**src/hdl/sot_pkg.sv**
```systemverilog
package sot_pkg;

    localparam int COORD_BITS_DEF = 16;
    localparam int NLANE          = 8;
    localparam int QUEUE_DEPTH    = 2;

    // pair classification codes
    localparam logic [1:0] PAIR_RR = 2'd0;
    localparam logic [1:0] PAIR_ER = 2'd1;
    localparam logic [1:0] PAIR_EE = 2'd2;

    typedef struct packed {
        logic [1:0]       pair;
        logic             early;
        logic             sized_ok;
        logic [NLANE-1:0] lane_en;
    } ctl_t;

    localparam int CTL_W = $bits(ctl_t);

endpackage

```
**src/hdl/sot_front.sv**
```systemverilog
module sot_front
    import sot_pkg::*;
#(
    parameter int COORD_BITS = COORD_BITS_DEF
) (
    input  logic                          aclk,
    input  logic                          aresetn,
    input  logic                          in_valid,
    output logic                          in_ready,
    input  logic                          first_kind,
    input  logic signed [COORD_BITS-1:0]  first_left,
    input  logic signed [COORD_BITS-1:0]  first_top,
    input  logic signed [COORD_BITS-1:0]  first_right,
    input  logic signed [COORD_BITS-1:0]  first_bottom,
    input  logic                          second_kind,
    input  logic signed [COORD_BITS-1:0]  second_left,
    input  logic signed [COORD_BITS-1:0]  second_top,
    input  logic signed [COORD_BITS-1:0]  second_right,
    input  logic signed [COORD_BITS-1:0]  second_bottom,
    output logic                          out_valid,
    input  logic                          out_ready,
    output ctl_t                          out_ctl,
    output logic [NLANE*(5*COORD_BITS+3)-1:0] out_lanes
);

    localparam int C      = COORD_BITS;
    localparam int LANE_W = 5*C+3;

    function automatic logic signed [C:0] ext(input logic signed [C-1:0] v);
        return (C+1)'(v);
    endfunction

    function automatic logic signed [C:0] dbl(input logic signed [C-1:0] v);
        return $signed({v, 1'b0});
    endfunction

    function automatic logic [C:0] absdiff(input logic signed [C:0] a,
                                           input logic signed [C:0] b);
        logic signed [C+1:0] d;
        d = (C+2)'(a) - (C+2)'(b);
        return (d < 0) ? (C+1)'(-d) : (C+1)'(d);
    endfunction

    logic signed [C:0] cx1, cy1, w1, h1, cx2, cy2, w2, h2;
    logic signed [C:0] ecx, ecy, we, he, rl, rt, rr, rb;
    logic              e_ok, c_in, ex_en, ey_en, rr_hit, all_ok;
    logic signed [C-1:0] max_l, min_r, max_t, min_b;
    logic signed [C:0] px [NLANE];
    logic signed [C:0] py [NLANE];
    logic [C:0]   lx [NLANE];
    logic [C:0]   ly [NLANE];
    logic [C-1:0] lw [NLANE];
    logic [C-1:0] lh [NLANE];
    logic [C:0]   ls [NLANE];
    logic [NLANE-1:0] er_en;
    ctl_t              ctl_next;
    logic [NLANE*LANE_W-1:0] lanes_next;

    logic              out_valid_reg;
    ctl_t              ctl_reg;
    logic [NLANE*LANE_W-1:0] lanes_reg;

    always_comb begin
        cx1 = ext(first_left) + ext(first_right);
        cy1 = ext(first_top) + ext(first_bottom);
        w1  = ext(first_right) - ext(first_left);
        h1  = ext(first_bottom) - ext(first_top);
        cx2 = ext(second_left) + ext(second_right);
        cy2 = ext(second_top) + ext(second_bottom);
        w2  = ext(second_right) - ext(second_left);
        h2  = ext(second_bottom) - ext(second_top);

        ecx = first_kind ? cx1 : cx2;
        ecy = first_kind ? cy1 : cy2;
        we  = first_kind ? w1 : w2;
        he  = first_kind ? h1 : h2;
        rl  = first_kind ? dbl(second_left)   : dbl(first_left);
        rt  = first_kind ? dbl(second_top)    : dbl(first_top);
        rr  = first_kind ? dbl(second_right)  : dbl(first_right);
        rb  = first_kind ? dbl(second_bottom) : dbl(first_bottom);

        e_ok  = (we > 0) && (he > 0);
        c_in  = (ecx >= rl) && (ecx <= rr) && (ecy >= rt) && (ecy <= rb);
        ex_en = (ecx > rl) && (ecx <= rr);
        ey_en = (ecy > rt) && (ecy <= rb);

        max_l  = (first_left > second_left)     ? first_left   : second_left;
        min_r  = (first_right < second_right)   ? first_right  : second_right;
        max_t  = (first_top > second_top)       ? first_top    : second_top;
        min_b  = (first_bottom < second_bottom) ? first_bottom : second_bottom;
        rr_hit = (min_r > max_l) && (min_b > max_t);

        all_ok = (w1 > 0) && (h1 > 0) && (w2 > 0) && (h2 > 0);

        // edge points level with the ellipse center, then corners of the rectangle
        px[0] = ecx; py[0] = rt;
        px[1] = ecx; py[1] = rb;
        px[2] = rl;  py[2] = ecy;
        px[3] = rr;  py[3] = ecy;
        px[4] = rl;  py[4] = rt;
        px[5] = rl;  py[5] = rb;
        px[6] = rr;  py[6] = rt;
        px[7] = rr;  py[7] = rb;
        er_en = {4'b1111, ey_en, ey_en, ex_en, ex_en} & {NLANE{e_ok}};

        for (int k = 0; k < NLANE; k++) begin
            lx[k] = absdiff(px[k], ecx);
            ly[k] = absdiff(py[k], ecy);
            lw[k] = we[C-1:0];
            lh[k] = he[C-1:0];
            ls[k] = {1'b0, we[C-1:0]};
        end

        ctl_next.early    = 1'b0;
        ctl_next.sized_ok = all_ok;
        ctl_next.lane_en  = '0;
        if (first_kind && second_kind) begin
            ctl_next.pair = PAIR_EE;
            // first ellipse holds second center, second holds first, distance bound
            for (int k = 0; k < 3; k++) begin
                lx[k] = absdiff(cx2, cx1);
                ly[k] = absdiff(cy2, cy1);
            end
            lw[0] = w1[C-1:0]; lh[0] = h1[C-1:0]; ls[0] = {1'b0, w1[C-1:0]};
            lw[1] = w2[C-1:0]; lh[1] = h2[C-1:0]; ls[1] = {1'b0, w2[C-1:0]};
            lw[2] = w2[C-1:0]; lh[2] = h2[C-1:0];
            ls[2] = (C+1)'(w1[C-1:0]) + (C+1)'(w2[C-1:0]);
            ctl_next.lane_en[0] = (w1 > 0) && (h1 > 0);
            ctl_next.lane_en[1] = (w2 > 0) && (h2 > 0);
            ctl_next.lane_en[2] = all_ok;
        end else if (first_kind || second_kind) begin
            ctl_next.pair    = PAIR_ER;
            ctl_next.early   = c_in;
            ctl_next.lane_en = er_en;
        end else begin
            ctl_next.pair  = PAIR_RR;
            ctl_next.early = rr_hit;
        end

        for (int k = 0; k < NLANE; k++) begin
            lanes_next[k*LANE_W +: LANE_W] = {lx[k], ly[k], lw[k], lh[k], ls[k]};
        end
    end

    assign in_ready = !out_valid_reg || out_ready;

    always_ff @(posedge aclk) begin
        if (!aresetn) begin
            out_valid_reg <= 1'b0;
        end else if (in_ready) begin
            out_valid_reg <= in_valid;
        end
    end

    always_ff @(posedge aclk) begin
        if (in_valid && in_ready) begin
            ctl_reg   <= ctl_next;
            lanes_reg <= lanes_next;
        end
    end

    assign out_valid = out_valid_reg;
    assign out_ctl   = ctl_reg;
    assign out_lanes = lanes_reg;

endmodule

```
**config.mk**
```make
export PLATFORM = sky130hd
export DESIGN_NAME = sot_front
export DESIGN_NICKNAME = d
export VERILOG_FILES = /design/src/hdl/sot_pkg.sv /design/src/hdl/sot_front.sv
export SDC_FILE = /design/constraint.sdc
export NUM_CORES = 1
export LEC_CHECK = 0
export ABC_AREA = 1
export BUFFER_PORTS_ARGS = -buffer_cell sky130_fd_sc_hd__buf_2
export CAP_MARGIN = 20
export CORE_AREA = 4 4 312 314
export CTS_BUF_LIST = sky130_fd_sc_hd__clkbuf_8 sky130_fd_sc_hd__clkbuf_16
export DETAILED_ROUTE_END_ITERATION = 8
export DIE_AREA = 0 0 316 318
export GPL_TIMING_DRIVEN = 0
export HOLD_SLACK_MARGIN = 0.06
export SETUP_SLACK_MARGIN = 0.02
export SLEW_MARGIN = 15
export SYNTH_ARGS = -nofsm -noshare
export SYNTH_HDL_FRONTEND = slang
export SYNTH_SLANG_ARGS = --single-unit
```
**constraint.sdc**
```tcl
create_clock -name aclk -period 19.9 [get_ports aclk]
set_input_delay 3.98 -clock aclk [delete_from_list [all_inputs] [get_ports aclk]]
set_output_delay 3.98 -clock aclk [all_outputs]
set_load 0.02 [all_outputs]
```
==> results.py <==
metrics = {
    "critical_path": {
        "critPathCaptureType": "flop",
        "cpPeakStageDelay_ns": 0.82,
        "path_class": "in -> reg",
        "required_ns": 20.27,
        "crit_path_cell_trace": "buf_2 > buf_6 > buf_2 > clkbuf_1 > clkbuf_1 > clkbuf_1 > o21ai_0 > clkbuf_2 > fa_1 > o21ai_0 > nand3_1 > nand2_1 > a21oi_1 > o21bai_1 > nand2_1 > nand3_1 > nand2_1 > o21ai_1 > nand3_1 > nand3_1 > nand2_1 > a21oi_1 > nand3_1 > nand2_1",
        "worstPathMaxFanout": 10,
        "endpoint": "out_ctl[0]",
        "crit_start": "first_kind",
        "rr_worst_depth": 7,
        "r2r_end": "out_lanes[660]",
        "r2r_slack_ns": 17.46,
        "cp_data_arrival_time_ns": 11.12,
        "startpoint_type": "input pin",
        "slowest_stage": "clkbuf_1",
        "r2r_start": "out_valid",
    },
    "global_route": {
        "grt.overflow.total": 0,
        "grt_start_max_net_pins": 25,
        "grt_usage": 0.276,
        "grt_pass1_wl_mm": 206,
        "grt_pass1_vias": 30500,
        "antenna_found_initial": 43,
    },
    "finish": {
        "seqCellArea_um2": 8190,
        "stdcell_area_um2": 39400,
        "drive_above_1_share": 0.262,
        "largest_reg_flops": 263,
        "fill_cells": 10100,
        "final_nets": 5868,
        "multiInputGateArea_um2": 18300,
        "areaGrowthSynthToFinish_pct": 22.6,
    },
    "clock_tree": {
        "cts_hold_buf": 0,
        "clkSinkCount": 273,
        "insertion_delay_ns": 0.59,
        "htreeDepth": 2,
        "path_clk_slew_ns": 0.06,
        "cts_made_buffers": 36,
        "cts_root_buf": "clkbuf_16",
        "post_cts_buffers": 0,
        "cts_tree": "built",
        "cts_resized": 0,
        "clockBufferDepth": 3,
    },
    "sta": {
        "max-slew-margin-rel": 0.197,
        "rsz0062_at_grt": "false",
        "hold_viol": 0,
        "worst_slew_pin_slew_ns": 1.21,
        "slew_violations": 0,
        "fin_ws_ns": 9.16,
        "post-route-period-util": 0.540,
        "fin_skew_ns": 0.0243,
        "fmaxAchievable_mhz": 93.1,
        "setup_viol_count_final": 0,
        "period_minus_slack_ns": 10.74,
    },
    "logic_synthesis": {
        "synth_top_family_by_area": "simple AND/OR/NAND/NOR gates",
        "synth.most_common_cell": "nand2_1",
        "synth-compound-area-share": 0.122,
        "synthesis.instances": 4521,
        "synth_edf_count": 272,
        "ys_warn_count": 0,
        "postSynthAreaPerCell_um2": 7.11,
        "synth_cell_types": 66,
        "ys_ff_latch": 273,
        "synth-async-reset-ratio": 0,
        "yosys_most_used_dff": "edfxtp_1",
        "yosys.area.top_type": "edfxtp_1",
        "synth-simple-area-share": 0.256,
        "ys_top_cells_by_area": "edfxtp_1 25%, nand2_1 14%, ha_1 13%",
        "synthXorXnorAreaFrac": 0.0474,
        "synth_top_cells_by_count": "1196 x nand2_1, 571 x inv_1, 416 x buf_4",
        "ys_seq_area_frac": 0.255,
        "muxShareOfSynthArea": 0.000311,
        "synth-adder-area-share": 0.140,
        "synthesis.area_um2": 32100,
        "synth_top_area_frac": 0.254,
    },
    "job": {
        "cap_viol_max_count": 0,
    },
    "place": {
        "post-dp-hpwl_mm": 126,
        "port_buffers": 787,
        "place_congestion": 0.989,
        "place_ws_ns": 8.57,
        "place_area_um2": 38100,
    },
    "die": {
        "core_um2": 94600,
        "fp.dieW_um": 316,
        "start_util": 0.340,
        "io_pins": 812,
        "rows": 113,
        "fp.dieArea_um2": 100000,
        "die_h_um": 318,
    },
    "routing": {
        "drt_iter0_drc": 2840,
        "postRouteWirelength_mm": 146,
        "ant_nets": 0,
        "viasPerCell": 4.96,
        "drc": 0,
        "wl_per_cell_um": 21.8,
        "vias": 33200,
        "drtPass1Iterations": 6,
    },
    "min_path": {
        "min_path_type": "reg -> reg",
        "holdPathStages": 2,
    },
    "pwr": {
        "ir_worst_vdd_mv": 0.0557,
        "power.density_nw_per_um2": 103,
        "p_leak_uw": 0.0209,
    },
    "run_status": {
        "status": "complete, no violations",
    },
}
-- through the flow --
stage | util | total power [uW] | setup TNS [ns] | cells | hold slack (ns)
5_1_grt | 0.416 | 4350 | 0 | 6685 | 0.619
3_5_place_dp | 0.403 | 3360 | 0 | 6610 | 0.569
4_1_cts | 0.416 | 4070 | 0 | 6673 | 0.580
3_3_place_gp | 0.399 | 3360 | -1355.13 | 6596 | 0.500
6_report | 0.417 | 4070 | 0 | 6696 | 0.570
2_1_floorplan | - | 2550 | 0 | 4544 | 0.729
-- final cells by class --
cell class | instances | area share
Clock buffer | 36 | 0.0229
Sequential cell | 273 | 0.208
Clock inverter | 27 | 0.00809
Buffer | 509 | 0.0903
Antenna cell | 22 | 0.00140
Timing Repair Buffer | 802 | 0.109
Tap cell | 1265 | 0.0402
Inverter | 591 | 0.0563
Multi-Input combinational cell | 3171 | 0.464
-- worst min path at each step --
stage / endpoint / startpoint
2_1_floorplan: out_valid / out_valid
3_3_place_gp: out_valid / out_valid
3_5_place_dp: out_valid / out_valid
4_1_cts: out_valid / out_valid
5_1_grt: out_valid / out_valid
6_report: out_valid / out_valid
-- layout by cell type, fill, tap and decap left out, types with 22 or more instances in the layout --
cell / n
clkbuf_1: 59
ha_1: 335
nor2_1: 207
nand2_1: 1196
xor2_1: 126
nand4_1: 62
diode_2: 22
clkbuf_16: 36
o21bai_1: 23
inv_1: 575
buf_2: 808
nand2_2: 22
o21ai_0: 340
edfxtp_1: 272
xnor2_1: 33
buf_4: 416
conb_1: 24
nor3_1: 57
nand3_1: 273
nor4_1: 24
a21oi_1: 225
-- worst max-delay path, delay by kind of cell --
family,cells,cell delay (ns)
AO/OA/AOI/OAI,6,1.78
adder cells (fa/ha/maj),1,0.48
buffers and inverters,7,3.49
AND/OR/NAND/NOR,10,1.33
-- layer usage --
metal	track usage	share of wire
met4	0.0721	0.027
met2	0.447	0.45
met5	0	0.00099
met3	0.0500	0.079
met1	0.380	0.44
-- where the power goes --
group          switching, uW  internal [uW]  leakage [uW]
Clock                    287            411      0.000604
Combinational           1650            816        0.0177
Sequential              88.7            821       0.00266
-- cells by family (layout without fill, tap and decap cells) --
logic type / Yosys count / count (layout)
buffers and inverters: 1100 / 1965
xor gates and xnor gates: 167 / 167
AOI/OAI and AO/OA: 711 / 711
DFF: 273 / 273
and+or+nand+nor: 1918 / 1918
muxes: 1 / 1
adders and majority gates: 350 / 350
other: 1 / 46
Note: power is estimated with default switching activity, not from simulation.
